===== src/hdl/mwdl_pkg.sv =====
package mwdl_pkg;

  localparam int DATA_W = 40;
  localparam int ACC_W  = 64;
  localparam int QDEPTH = 4;

  localparam logic [1:0] REG_BATCH_COUNT   = 2'd0;
  localparam logic [1:0] REG_WEIGHTED_MODE = 2'd1;
  localparam logic [1:0] REG_GRAD_SCALE    = 2'd2;
  localparam logic [1:0] REG_MASK_CODE     = 2'd3;

  typedef struct packed {
    logic [10:0]        batch_count;
    logic               weighted_mode;
    logic [DATA_W-1:0]  grad_scale;
    logic [DATA_W-1:0]  mask_code;
  } cfg_t;

  // classified pixel as it leaves the front end
  typedef struct packed {
    logic [DATA_W:0]    diff;     // predicted - target, 0 when masked
    logic [DATA_W-1:0]  u;        // weight magnitude, or one when masked or unweighted
    logic               wneg;     // weight sign
    logic               gterm;    // weighted and not masked
    logic               last;
  } item_t;

  typedef struct packed {
    logic [ACC_W-1:0] loss;
    logic [ACC_W-1:0] gw;
    logic [ACC_W-1:0] gt;
    logic [ACC_W-1:0] gp;
    logic             math_error;
    logic             eob;
  } res_t;

endpackage


===== src/hdl/mwdl_fifo.sv =====
module mwdl_fifo (
  input  logic            clk,
  input  logic            rst_n,
  input  logic            wr_valid,
  output logic            wr_ready,
  input  mwdl_pkg::item_t wr_item,
  output logic            rd_valid,
  input  logic            rd_ready,
  output mwdl_pkg::item_t rd_item
);
  import mwdl_pkg::*;

  localparam int AW = $clog2(QDEPTH);

  item_t         mem_r [QDEPTH];
  logic [AW-1:0] wp_r;
  logic [AW-1:0] rp_r;
  logic [AW:0]   cnt_r;
  logic          push;
  logic          pop;

  assign wr_ready = (cnt_r != (AW+1)'(QDEPTH));
  assign rd_valid = (cnt_r != '0);
  assign rd_item  = mem_r[rp_r];
  assign push     = wr_valid && wr_ready;
  assign pop      = rd_valid && rd_ready;

  always_ff @(posedge clk) begin
    if (!rst_n) begin
      wp_r  <= '0;
      rp_r  <= '0;
      cnt_r <= '0;
    end else begin
      if (push) wp_r <= wp_r + 1'b1;
      if (pop)  rp_r <= rp_r + 1'b1;
      if (push && !pop) begin
        cnt_r <= cnt_r + 1'b1;
      end else if (pop && !push) begin
        cnt_r <= cnt_r - 1'b1;
      end
    end
  end

  always_ff @(posedge clk) begin
    if (push) mem_r[wp_r] <= wr_item;
  end

endmodule


===== config.mk =====
export PLATFORM = sky130hd
export DESIGN_NAME = mwdl_fifo
export DESIGN_NICKNAME = d
export VERILOG_FILES = /design/src/hdl/mwdl_pkg.sv /design/src/hdl/mwdl_fifo.sv
export SDC_FILE = /design/constraint.sdc
export NUM_CORES = 1
export LEC_CHECK = 0
export BUFFER_PORTS_ARGS = -buffer_cell sky130_fd_sc_hd__buf_2
export CELL_PAD_IN_SITES_DETAIL_PLACEMENT = 1
export CELL_PAD_IN_SITES_GLOBAL_PLACEMENT = 1
export CORE_MARGIN = 2
export CORE_UTILIZATION = 28
export DETAILED_ROUTE_END_ITERATION = 8
export PLACE_DENSITY = 0.46
export SLEW_MARGIN = 20
export SYNTH_ARGS = -nofsm -noshare
export SYNTH_HDL_FRONTEND = slang
export SYNTH_SLANG_ARGS = --single-unit

===== constraint.sdc =====
create_clock -name clk -period 8.8 [get_ports clk]
set_input_delay 1.32 -clock clk [delete_from_list [all_inputs] [get_ports clk]]
set_output_delay 1.32 -clock clk [all_outputs]
set_load 0.1 [all_outputs]

# ---- Yosys cells after proc, flatten, opt, wreduce, memory -nomap -nowiden
# Memory sizes are Yosys's and may differ from the RTL's. A register that Yosys moved wholly into a read port is not among the register bits.
# Cells that the tools add are included.
# Widths: inputs -> output; s select.
dict set report totals {
  ramBits 336
  mem_count 1
  wordCells 23
  reg_bits 7
  output_inout_bits 86
  input_bits 88
}
# name depth width read_ports rd_ports_with_merged_regs write_ports line
set memory_table {}
lappend memory_table {mem_r 4 84 1 1 1 mwdl_fifo.sv:15} ;# item_t mem_r [QDEPTH];
dict set report op_classes {
  n_eq_ne 1
  addsub 4
  muxes 6
  reduce_logical 8
}
# operator count
set ops {}
lappend ops {{$mux 3} 2}
lappend ops {{$add 2x1->2 const B} 2}
lappend ops {{$logic_and 1x1->1} 4}
lappend ops {{$mux 2} 2}
lappend ops {{$add 3x1->3 const B} 1}
lappend ops {{$ne 3x3->1 const B} 1}
lappend ops {{$reduce_bool 3->1} 1}
lappend ops {{$sub 3x1->3 const B} 1}
lappend ops {{$logic_not 1->1} 2}
lappend ops {{$mux 1} 2}
lappend ops {{$reduce_bool 2->1} 1}

# ---- Longest topological paths before layout
dict set report depth {
  depth_word 6
  mapped_depth 8
  mapped_depth_nobuf 8
}

# ---- Least setup slack after synthesis
# OpenSTA, ideal clock, no wires.
dict set report synth_path {
  path_type {in2reg}
  startpoint {input wr_valid}
  endpoint {memory mem_r[0][0] (netlist name), enable pin}
  cell_stages 2
  n_path_buf 0
  arrival_ns 3.595
  path_slack_ns 4.753
  setup_ns 0.452
  t_required_ns 8.348
  path_cell_list {a21boi_2 > and2_1}
}
dict set report synth_between {
  elab_chain_len 3
}
# element line
set synth_lines {}
lappend synth_lines {{from (decl)} mwdl_fifo.sv:4} ;# input logic wr_valid,
lappend synth_lines {{$logic_and 1x1->1} mwdl_fifo.sv:25} ;# assign push = wr_valid && wr_ready;
lappend synth_lines {{$mux 1} mwdl_fifo.sv:45} ;# if (push) mem_r[wp_r] <= wr_item;
lappend synth_lines {{$mux 1 (implied by the code)} mwdl_fifo.sv:45}
lappend synth_lines {{to (decl)} mwdl_fifo.sv:15}
# No other way between the ends.

==> impl_results.md <==
* Status: complete, no violations
* Grt total ovfl at 0
* Final period util at 0.529
* Final Cell Area at 0.0153 mm2
* Largest family of logic cells by synthesized area: multiplexers
* Mux cell area share after synthesis at 0.153
* CTS resizes at 0
* Met2 routed WL at 13900 um
* Post-Synth XOR/XNOR Area at 0.00278
* Layout cells sized above 1 at 0.455
* Wirelength per Cell at 20.9 um
* Met3 WL at 1560 um
* Uppermost routed layer: met4
* Worst clock skew at 0.0122 ns
* Die height at 216 um
* Vias per inst at 4.36
* Largest net degree at the start of global routing at 64
* I/O pins at 174
* Slew Limit Fails at 0
* Number of global-route vias before repair at 6726
* Syn. warnings at 0
* Final #Nets at 782
* Fin crit period at 4.66 ns
* # DRC at 0
* Final wirelength at 27400 um
* Slew headroom at 0.331
* Critical Path End Type: primary output
* Seq cells post-synth at 345
* Initial antenna violation count at 2
* Slew at the pin closest to its max-slew limit at 1.00 ns
* CTS clk-pin slew, worst paths at 0.06 ns
* Most common cell after layout, fill and taps aside: edfxtp_1
* Total CTS buffers at 40
* Wl on met1 at 11500 um
* Die area at 0.0467 mm2
* Clock Latency Late Sink at 0.54 ns
* Setup TNS at 0 ns
* RSZ-0062 raised after global routing: false
* Avg Cell Area, Syn at 25.9 um2
* Mapped cell area at 0.0126 mm2
* Cells after Synth at 486
* Global-route wire length before repair at 41900 um
* GP Congestion at 0.683
* Final setup viols at 0
* DP HPWL at 16400 um
* Commonest cells after routing, fill and taps aside: edfxtp_1, buf_2, mux4_2
* Endpoints failing hold at 0
* Worst Hold Class: reg2reg
* Area Growth Syn to Fin at 21.7%
* Post-synthesis adder-cell area fraction at 0.00656
* Post-CTS Setup Repair Bufs at 0
* Std cell rows at 77
* Initial Util at 0.284
* Fillers at 4390
* Crit Path Class: reg2out
* Worst EP arrival at 3.34 ns
* DRT Pass-1 Iters at 4
* Compound-Gate Fraction of Synth Area at 0.00358
* Placed inst area at 0.0141 mm2
* Startpoint types: flop
* Max Cap Viol at 0
* Critical path cell sequence: buf_4, mux4_2, buf_2
* CP max stage delay at 0.96 ns
* Req. time, crit path at 7.48 ns
* Total GRT Usage at 0.120
* Post-Synth Simple-Gate Area at 0.00725
* CP max-delay cell: dfxtp_4
* I/O Buffers at 173
* Die Wd at 216 um
* Sequential fraction of the synthesis area at 0.815
* Syn Nets at 580
* Yosys cell types at 23
* CTS tree: built
* FMAX at 215 MHz
* Core box area at 0.0443 mm2
* CTS max path bufs at 3
* Clock root cell: clkbuf_16
* Crit-path max FO at 43
* Hold_buf cts at 0
* Drt initial violations at 264
* Vias at 5716
* ANT nets after route at 0
* CTS H-tree lvls at 2
* Sinks on Clock Net at 345
==> kinds of logic after synthesis <==
logic type,count (synthesis)
flip-flops,345
multiplexers,87
buffers and inverters,22
AND/OR/NAND/NOR,17
adder cells (fa/ha/maj),6
AO/OA/AOI/OAI,5
XOR/XNOR,4
==> per-stage QoR <==
| stage | hold slack [ns] | util | instances | worst slack [ns] |
|---|---|---|---|---|
| 3_5_place_dp | 0.519 | 0.319 | 1238 | 4.51 |
| 3_3_place_gp | 0.480 | 0.319 | 1238 | 4.54 |
| 5_1_grt | 0.567 | 0.346 | 1308 | 3.81 |
| 2_1_floorplan | 0.468 | - | 486 | 4.75 |
| 6_report | 0.515 | 0.346 | 1310 | 4.14 |
| 4_1_cts | 0.528 | 0.346 | 1308 | 3.93 |
==> path summary, 6_finish.rpt <==
kind | slack (ns) | cells past startpoint | startpoint | endpoint
worst max-delay path | 4.14 | 3 | flop | rd_item[41]
worst min-delay path | 0.52 | 2 | wp_r[1] | wp_r[1]
worst max register to register | 6.03 | 4 | cnt_r[0] | mem_r[0][22]
worst min register to register | 0.52 | 2 | wp_r[1] | wp_r[1]
==> cell type report <==
class / count / area (um2) / share of cell area
multi-input combinational: 119 / 2190 / 0.143
clock buffer: 49 / 1060 / 0.0689
sequential: 345 / 10300 / 0.671
tap: 592 / 741 / 0.0483
timing repair buffer: 179 / 915 / 0.0597
antenna: 2 / 5.00 / 0.000327
clock inverter: 21 / 134 / 0.00874
inverter: 3 / 11.3 / 0.000735
==> registers in the layout (all words and copies together), names as in the netlist, named ones only <==
name and flops:
rp_r 2, cnt_r 3, wp_r 2, mem_r 336
==> worst max-delay path: cells and delay by family, from the launching register on <==
family,cells,cell delay [ns]
DFF,1,0.96
muxes,1,0.64
buffers and inverters,2,1.16
==> Yosys cell counts <==
| library cell | number | area, um2 |
|---|---|---|
| ha_1 | 5 | 62.6 |
| clkbuf_1 | 3 | 11.3 |
| edfxtp_1 | 336 | 10100 |
| nor2b_1 | 1 | 6.26 |
| buf_2 | 7 | 35.0 |
| o311ai_1 | 1 | 8.76 |
| mux4_2 | 84 | 1890 |
| a21boi_0 | 1 | 7.51 |
| and2_1 | 8 | 50.1 |
| xor2_1 | 1 | 8.76 |
| inv_1 | 3 | 11.3 |
| or3_1 | 2 | 12.5 |
| buf_6 | 7 | 78.8 |
| xnor2_1 | 3 | 26.3 |
| dfxtp_1 | 9 | 180 |
| o31ai_2 | 1 | 12.5 |
| nor2_1 | 1 | 3.75 |
| fa_1 | 1 | 20.0 |
| buf_4 | 2 | 15.0 |
| a21boi_2 | 1 | 11.3 |
| mux2i_1 | 3 | 30.0 |
| o21ai_0 | 1 | 5.00 |
| nand2_1 | 5 | 18.8 |
==> metal layers <==
| metal | up-vias | track usage |
|---|---|---|
| met5 | - | 0 |
| li1 | 2496 | - |
| met4 | 0 | 0.0320 |
| met2 | 150 | 0.204 |
| met3 | 36 | 0.0369 |
| met1 | 3034 | 0.149 |
Power is left out: the tool's default activity adds up to more than one toggle a clock period on the data nets, which glitch-free logic cannot reach.
