File: config.mk
export PLATFORM = sky130hd
export DESIGN_NAME = mwdl_front
export DESIGN_NICKNAME = d
export VERILOG_FILES = /design/src/hdl/mwdl_pkg.sv /design/src/hdl/mwdl_front.sv
export SDC_FILE = /design/constraint.sdc
export NUM_CORES = 1
export LEC_CHECK = 0
export ABC_CLOCK_PERIOD_IN_PS = 4600
export BUFFER_PORTS_ARGS = -buffer_cell sky130_fd_sc_hd__buf_2
export CAP_MARGIN = 20
export CORE_AREA = 2 2 118 120
export CTS_BUF_LIST = sky130_fd_sc_hd__clkbuf_2
export CTS_CLUSTER_DIAMETER = 40
export DETAILED_ROUTE_END_ITERATION = 6
export DIE_AREA = 0 0 120 122
export GPL_ROUTABILITY_DRIVEN = 0
export PLACE_DENSITY_LB_ADDON = 0.05
export SYNTH_ARGS = -nofsm -noshare
export SYNTH_HDL_FRONTEND = slang
export SYNTH_SLANG_ARGS = --single-unit
File: constraint.sdc
create_clock -name clk -period 4.6 [get_ports clk]
set_input_delay 0.92 -clock clk [delete_from_list [all_inputs] [get_ports clk]]
set_output_delay 0.92 -clock clk [all_outputs]
set_load 0.01 [all_outputs]
File: src/hdl/mwdl_pkg.sv
package mwdl_pkg;

  localparam int DATA_W = 40;
  localparam int ACC_W  = 64;
  localparam int QDEPTH = 4;

  localparam logic [1:0] REG_BATCH_COUNT   = 2'd0;
  localparam logic [1:0] REG_WEIGHTED_MODE = 2'd1;
  localparam logic [1:0] REG_GRAD_SCALE    = 2'd2;
  localparam logic [1:0] REG_MASK_CODE     = 2'd3;

  typedef struct packed {
    logic [10:0]        batch_count;
    logic               weighted_mode;
    logic [DATA_W-1:0]  grad_scale;
    logic [DATA_W-1:0]  mask_code;
  } cfg_t;

  // classified pixel as it leaves the front end
  typedef struct packed {
    logic [DATA_W:0]    diff;     // predicted - target, 0 when masked
    logic [DATA_W-1:0]  u;        // weight magnitude, or one when masked or unweighted
    logic               wneg;     // weight sign
    logic               gterm;    // weighted and not masked
    logic               last;
  } item_t;

  typedef struct packed {
    logic [ACC_W-1:0] loss;
    logic [ACC_W-1:0] gw;
    logic [ACC_W-1:0] gt;
    logic [ACC_W-1:0] gp;
    logic             math_error;
    logic             eob;
  } res_t;

endpackage

File: src/hdl/mwdl_front.sv
module mwdl_front #(
  parameter int FRAC_BITS = 16
) (
  input  logic                    clk,
  input  logic                    rst_n,
  input  mwdl_pkg::cfg_t          cfg,
  input  logic                    in_valid,
  output logic                    in_ready,
  input  logic [mwdl_pkg::DATA_W-1:0] pred,
  input  logic [mwdl_pkg::DATA_W-1:0] targ,
  input  logic [mwdl_pkg::DATA_W-1:0] wt,
  input  logic                    last,
  output logic                    q_valid,
  input  logic                    q_ready,
  output mwdl_pkg::item_t         q_item
);
  import mwdl_pkg::*;

  localparam logic [DATA_W-1:0] ONE = DATA_W'(64'd1 << FRAC_BITS);

  logic  valid_r;
  item_t item_r;
  item_t item_nxt;
  logic  masked;

  always_comb begin
    masked = (targ == cfg.mask_code);
    item_nxt.diff  = masked ? '0 : ({pred[DATA_W-1], pred} - {targ[DATA_W-1], targ});
    if (masked || !cfg.weighted_mode) begin
      item_nxt.u = ONE;
    end else begin
      item_nxt.u = wt[DATA_W-1] ? (DATA_W'(0) - wt) : wt;
    end
    item_nxt.wneg  = wt[DATA_W-1];
    item_nxt.gterm = cfg.weighted_mode && !masked;
    item_nxt.last  = last;
  end

  assign in_ready = !valid_r || q_ready;
  assign q_valid  = valid_r;
  assign q_item   = item_r;

  always_ff @(posedge clk) begin
    if (!rst_n) begin
      valid_r <= 1'b0;
    end else if (in_ready) begin
      valid_r <= in_valid;
    end
  end

  always_ff @(posedge clk) begin
    if (in_ready && in_valid) begin
      item_r <= item_nxt;
    end
  end

endmodule

; ---- Word-level counts from Yosys, hierarchy flattened
; Cells that the tools add are included.
[op_classes]
n_addsub = 2
bitwise = 1
mux = 1
n_reduce_logical = 8
eq_ne = 1
[ops]
columns = operator, n
row1 = 40-bit by 40-bit subtractor with 41-bit output, 1
row2 = 40-bit == test, 1
row3 = "1-bit by 40-bit subtractor with 40-bit output, first input constant", 1
row4 = 39-bit two-way mux, 1
row5 = 1-bit logical NOT, 3
row6 = 1-bit logical AND, 2
row7 = 1-bit logical OR, 2
row8 = 2-bit OR reduction, 1
row9 = 1-bit NOT, 1
[totals]
wordCells = 20
in_bits = 217
reg_bits = 85
out_inout_bits = 86

; ---- Depth between registers and ports, before layout
; Gate-level depths: netlist of run 1.
[depth]
ltp_word = 3
mapped_depth = 12

; ---- Worst setup path after synthesis of run 1
; OpenSTA, ideal clock, no wires.
[synth_path]
path_kind = input -> register
startpoint = in pred[0] (netlist bit)
endpoint = reg item_r, in the netlist q_item[81] (data pin)
required_time_ns = 4.337
arrival_ns = 3.528
setup_slack_ns = 0.809
path_stages = 12
path_cell_list = inv_1 > ha_1 > fa_1 > nor2b_1 > o31ai_1 > a21oi_1 > a31oi_1 > o31ai_1 > a211oi_1 > a211oi_1 > a41oi_1 > mux2i_1
[synth_via]
elab_chain_len = 1
[synth_lines]
columns = item, line
row1 = "start, declared", mwdl_front.sv:9  ; input logic [mwdl_pkg::DATA_W-1:0] pred,
row2 = 40-bit by 40-bit subtractor with 41-bit output, mwdl_front.sv:28  ; item_nxt.diff = masked ? '0 : ({pred[DATA_W-1], pred} - {targ[DATA_W-1], targ});
row3 = "end signal, assigned", mwdl_front.sv:53  ; item_r <= item_nxt;
row4 = "end, declared", mwdl_front.sv:22  ; item_t item_r;
; Every way passes these cells.
; A chain may end at the register's enable or synchronous reset.

; ---- Worst setup path after layout of run 1
; Same ends and word-level chain as after synthesis.

==> results of run 1 <==
==> registers in the layout (all words and copies together), names as in the netlist <==
signal / cells
q_valid: 1
q_item: 84
==> power by group through the flow <==
stage	logic [mW]	clock network (mW)	registers, mW
4_1_cts	0.687	0.478	0.976
5_1_grt	0.767	0.507	0.980
2_1_floorplan	0.370	0	1.04
6_report	0.690	0.467	0.974
3_3_place_gp	0.672	0	0.992
3_5_place_dp	0.683	0	0.993
==> cell usage after synthesis, drive strengths merged, types with 3 or more instances <==
master	instances	area share, %
nor4	12	1.4
o31ai	13	1.5
a211oi	7	0.82
and3	9	0.88
o21bai	6	0.71
xnor2	26	3.6
nor3	10	0.78
edfxtp	84	40
a31oi	7	0.69
o211ai	3	0.35
nand2	28	1.6
clkbuf	17	1.0
a31o	3	0.41
nor2	86	5.1
or2	3	0.29
ha	41	8.0
or4	8	1.1
a21o	19	2.2
nand3	6	0.47
o21a	9	1.1
or3	6	0.78
o41ai	7	1.2
inv	55	3.2
and2	8	0.78
a21boi	5	0.59
xor2	78	11
nor2b	7	0.69
a21oi	34	2.7
nand4	13	1.3
nand2b	8	1.0
o21ai	31	2.4
==> through the flow <==
stage | area (sq um) | setup slack, ps | hold slack, ps | total power [mW]
final | 8000 | 917 | 511 | 2.13
after global routing | 8000 | 751 | 463 | 2.25
after CTS | 7970 | 1000 | 473 | 2.14
after detailed placement | 7840 | 328 | 546 | 1.68
after global placement | 7840 | 410 | 505 | 1.66
after floorplan | 6380 | 809 | 610 | 1.41
==> critical path, cell delays in order <==
cell and delay (ps):
buf_2 70, inv_1 30, ha_1 210, fa_1 400, nor2b_1 220, o31ai_1 120, a21oi_1 300, a31oi_1 190
o31ai_1 390, a211oi_1 240, a211oi_1 600, a41oi_1 220, mux2i_1 150
==> cells by family (layout without fill, tap and decap cells) <==
kind of cell	after synthesis	after routing
buf+inv	72	327
fa+ha+maj	42	42
flops	85	85
simple gates	208	208
compound gates	155	155
xor+xnor	104	104
other cells	0	1
mux	2	2
==> metal layers <==
metal / up-vias / global-route usage [%] / part of all wire [%]
li1: 2906 / - / -
met1: 2708 / 30.9 / 42
met2: 239 / 42.2 / 48
met3: 25 / 4.40 / 7.5
met4: 0 / 8.82 / 2.3
met5: - / 0 / 0
==> final cells by class <==
| cell class | count | area share [%] |
|---|---|---|
| Clock buffer | 11 | 0.688 |
| Multi-Input combinational cell | 511 | 44.7 |
| Inverter | 55 | 2.58 |
| Antenna cell | 1 | 0.0313 |
| Tap cell | 180 | 2.81 |
| Clock inverter | 5 | 1.05 |
| Timing Repair Buffer | 256 | 16.4 |
| Sequential cell | 85 | 31.8 |
==> layout by cell type, fill, tap and decap left out, types with 3 or more instances in the layout <==
| cell type | n |
|---|---|
| nand2b_1 | 6 |
| nor2_1 | 86 |
| a31oi_1 | 7 |
| ha_1 | 41 |
| o31ai_1 | 13 |
| a21boi_0 | 5 |
| a21o_1 | 19 |
| o21a_1 | 9 |
| nand4_1 | 13 |
| clkbuf_2 | 11 |
| o21ai_0 | 31 |
| a31o_2 | 3 |
| nor3_1 | 10 |
| a211oi_1 | 7 |
| xor2_1 | 78 |
| or4_4 | 3 |
| nand2_1 | 28 |
| o21bai_1 | 6 |
| a21oi_1 | 34 |
| o211ai_1 | 3 |
| nor2b_1 | 7 |
| nand3_1 | 6 |
| or2_2 | 3 |
| buf_2 | 251 |
| or4_1 | 5 |
| nor4_1 | 10 |
| buf_4 | 4 |
| inv_1 | 55 |
| and2_1 | 7 |
| edfxtp_1 | 84 |
| and3_1 | 9 |
| xnor2_1 | 26 |
| o41ai_1 | 5 |
==> path summary, 6_finish.rpt <==
check	startpoint	endpoint	depth (start not counted)
max	pred[0]	q_item[81]	13
min	last	q_item[0]	1
max reg2reg	q_valid	q_item[28]	3
min reg2reg	q_valid	q_valid	2
==> metrics.md, run 1 <==
| Metric | Value |
|---|---|
| Post-synthesis sequential area ratio | roughly 40% |
| Clk root buf | clkbuf_2 |
| Die height | about 120 microns |
| Internal power | ~1.4 mW |
| Slew HR | between 50% and 60% |
| WL final | approximately 18000 microns |
| Mean Syn Cell Area | approximately 9.5 sq um |
| Leakage power | ~3.8 nW |
| RSZ-0062 raised after global routing | no |
| Share of power burned in registers | 45.7% |
| Status | finished clean |
| Xor and xnor area share after synthesis | approximately 14% |
| Post-layout util | ~59% |
| Fill count | around 1.2k |
| Setup bufs post-CTS | 0 |
| Vias in the first global route | 5587 |
| Proportion of synthesized area in mux cells | less than 1% |
| CTS tree | yes |
| Worst-Margin Slew | slightly below 700 ps |
| Syn Inst Count | ~670 |
| PostCTS Resize Cnt | 0 |
| Largest family of logic cells by synthesized area | simple AND/OR/NAND/NOR gates |
| Final Non-Filler Cells | approximately 1.1k |
| DR DRC count | 0 |
| Core area | 13500 sq um |
| Post-DP HPWL | around 14000 microns |
| Cell Area, Synth | between 6000 and 7000 sq um |
| Vias per cell | around 5.3 |
| Max cap viols | 0 |
| Post-synth EDFFs | 84 |
| First-pass GRT wire length | between 20000 and 30000 microns |
| Net Switching | about 690 uW |
| Ys flop type | edfxtp_1 |
| Routed length per instance | ~16 microns |
| Initial core utilization | approximately 47% |
| Final Setup Violations | 0 |
| Multi-input gate area | between 3000 and 4000 sq um |
| Grt ovf | 0 |
| YS warnings | 0 |
| R2R setup slack | around 3100 ps |
| Skew-Pair Late Insertion Delay | around 590 ps |
| Storage element area | about 2500 sq um |
| Vias | 5878 |
| Fmax | ~270 MHz |
| Final Skew | 40.6 ps |
| Critical Path Start Type | input port |
| Syn Nets | 927 |
| Final slew viol count | 0 |
| TritonRoute pass-1 iters | 5 |
| Layout cells sized above 1 | between 30% and 40% |
| Critical path class | in2reg |
| ANT nets after route | 0 |
| Sw Ratio | 32.5% |
| Clock slew at reported path FFs | approximately 270 ps |
| CTS buffer count | 9 |
| Share of synthesized flip-flops with an asynchronous set or reset | 0% |
| Clock sink count | between 80 and 90 |
| Worst VDD drop | roughly 0.00016 V |
| Simple-gate share of the synthesized area | 16.7% |
| Placed Cells incl. Taps | between 1k and 1.5k |
| Yosys cell types | 53 |
| Chip Width | roughly 120 microns |
| Adder-cell share of the synthesized area | under 10% |
| Hold Path Class | in2reg |
| Critical Path Fanout Max | 5 |
| Fin. Hold Viols | 0 |
| Initial drt markers | 444 |
| Largest net degree at the start of global routing | 85 |
| Worst EP arrival | slightly above 4000 ps |
| Compound-Gate Fraction of Synth Area | 16.2% |
| IO Pins | 303 |
| H-tree depth | 3 |
| Setup TNS | 0 ps |
| P&R area growth vs syn | 25.5% |
| Setup crit end kind | flip-flop |
| Die area | around 15000 sq um |
| Initial antenna violation count | 1 |
| PwrDens | around 270 nW/um^2 |
| Fin crit share | 80.1% |
| Clk buf depth | 2 |
| Rows | between 40 and 50 |
| Hold-fix buffers, CTS | 0 |
| #FFs+latches synth | between 80 and 90 |
| Nets | around 1.2k |
| Worst Path Required | 4990 ps |
| Total track usage | about a quarter |
| Clk network pwr share | 21.9% |
| PortBufs | 251 |
| Min Tclk post-route | roughly 3700 ps |
| Comb pwr share | between 30 and 40% |
Note: power is estimated with default switching activity, not from simulation.
==> run 2: changes to the inputs <==
- ABC_CLOCK_PERIOD_IN_PS: 4600 -> 3100
- CORE_AREA: 2 2 118 120 -> unset
- CORE_MARGIN: unset -> 1
- CORE_UTILIZATION: unset -> 44
- DIE_AREA: 0 0 120 122 -> unset
- clock period: 4.6 -> 3.1 ns (I/O delays scaled with it)
==> metrics.md, run 2 (synthesis gave the netlist of run 1 again) <==
| Metric | Value |
|---|---|
| Die area | around 15000 sq um |
| Clock slew at reported path FFs | 240 ps |
| RSZ-0062 raised after global routing | no |
| Initial drt markers | ~300 |
| Grt ovf | 0 |
| Status | finished clean |
| Core area | between 10000 and 15000 sq um |
| Worst VDD drop | approximately 0.00021 V |
| Post-DP HPWL | around 15000 microns |
| Initial core utilization | a little under half |
| Placed Area | roughly 8500 sq um |
| Max reg flops | 84 |
| Final Skew | around 30 ps |
| Rows | 43 |
| H-tree depth | 3 |
| Fin area | about 8600 sq um |
| Worst Path Required | 3470 ps |
| Routed length per instance | 16.0 microns |
| Largest net degree at the start of global routing | between 40 and 50 |
| P&R area growth vs syn | 35.1% |
| Reg2Reg Depth | 3 |
| Clock sink count | 85 |
| Worst EP arrival | between 3000 and 4000 ps |
| Clk root buf | clkbuf_2 |
| Vias | about 6.2k |
| ANT nets after route | 0 |
| Layout cells sized above 1 | between 30% and 40% |
| Clk buf depth | 2 |
| Hold-fix buffers, CTS | 0 |
| Critical path depth | 10 |
| Slowest stage delay, CP | 550 ps |
| Die height | about 120 microns |
| Fin. Hold Viols | 0 |
| IO Pins | 303 |
| WL final | around 19000 microns |
| Final Non-Filler Cells | 1184 |
| CTS tree | yes |
| Chip Width | 122 microns |
| Skew-Pair Late Insertion Delay | approximately 600 ps |
| Setup bufs post-CTS | 0 |
| Fmax | ~340 MHz |
| PostCTS Resize Cnt | 0 |
| Vias in the first global route | 6100 |
| Leakage power | between 4 and 5 nW |
| Hold Path Class | in2reg |
| Hold depth | 1 |
| Critical Path Fanout Max | 4 |
| Most common cell after layout, fill and taps aside | buf_2 |
| Worst-Margin Slew | 662 ps |
| Cells along the critical path | buf_2 > or4_4 > or3_4 > nand2b_4 > or3_4 > or4_4 > nand2b_4 > o41ai_2 > xor2_1 > nor2_1 |
| Final Setup Violations | 0 |
| Setup crit end kind | flip-flop |
| TritonRoute pass-1 iters | 4 |
| First-pass GRT wire length | ~29000 microns |
| Fin crit share | 95.7% |
| Critical path buffer and inverter count | 1 |
| DR DRC count | 0 |
| Critical Path Start Type | input port |
| Vias per cell | around 5.2 |
| Min Tclk post-route | 2970 ps |
| Nets | about 1.3k |
| CP max stage cell | or4_4 |
| Delay-heaviest family, CP | simple AND/OR/NAND/NOR gates |
| Final slew viol count | 0 |
| Max cap viols | 0 |
| Initial antenna violation count | 2 |
| Slew HR | between 50 and 60% |
| Critical path class | in2reg |
| PortBufs | roughly 250 |
| Fill count | around 1.2k |
| Commonest non-fill, non-tap cells in the layout | 251 x buf_2, 86 x nor2_1, 84 x edfxtp_1 |
| Total track usage | 25.4% |
| PwrDens | 369 nW/um^2 |
| Placed Cells incl. Taps | 1166 |
| CTS buffer count | 9 |
run 2: power breakdown:
part / leakage (nW) / internal, mW / total [mW] / switching [mW]
Clock: 0.0672 / 0.181 / 0.619 / 0.438
Sequential: 0.831 / 1.42 / 1.44 / 0.0271
Combinational: 3.24 / 0.510 / 1.12 / 0.610
run 2: worst paths after layout:
kind	start	to	slack [ps]
setup / recovery	wt[6]	q_item[40]	130
hold / removal	last	q_item[0]	200
setup reg to reg	q_valid	q_item[33]	1420
hold reg to reg	q_valid	q_valid	550
run 2: metal layers:
layer  vias to the layer above  part of all wire [%]  track usage, %
li1                       3064                     -               -
met1                      2844                    43            30.6
met2                       241                    48            44.5
met3                        38                   6.5            5.11
met4                         0                   2.7            9.60
met5                         -                     0               0
run 2: final cells by class:
type | instances | area (sq um) | share of cell area, %
multi-input cells | 511 | 3620 | 42.0
flip-flops and latches | 85 | 2540 | 29.5
repair buffers | 335 | 1910 | 22.2
well taps | 180 | 225 | 2.61
inverters | 55 | 206 | 2.40
clock inverters | 7 | 63.8 | 0.740
clock buffers | 9 | 45.0 | 0.523
diodes | 2 | 5.00 | 0.0581
run 2: stage by stage:
step	setup slack (ps)	TNS [ps]	utilization, %	power (mW)	hold WS, ps
floorplan	-355	-1960	-	2.10	609
CTS	153	0	61.6	3.19	174
detailed placement	-493	-6270	60.8	2.59	532
global route	34.2	0	61.6	3.35	171
finish	133	0	61.6	3.18	197
global placement	-484	-5530	60.8	2.57	507
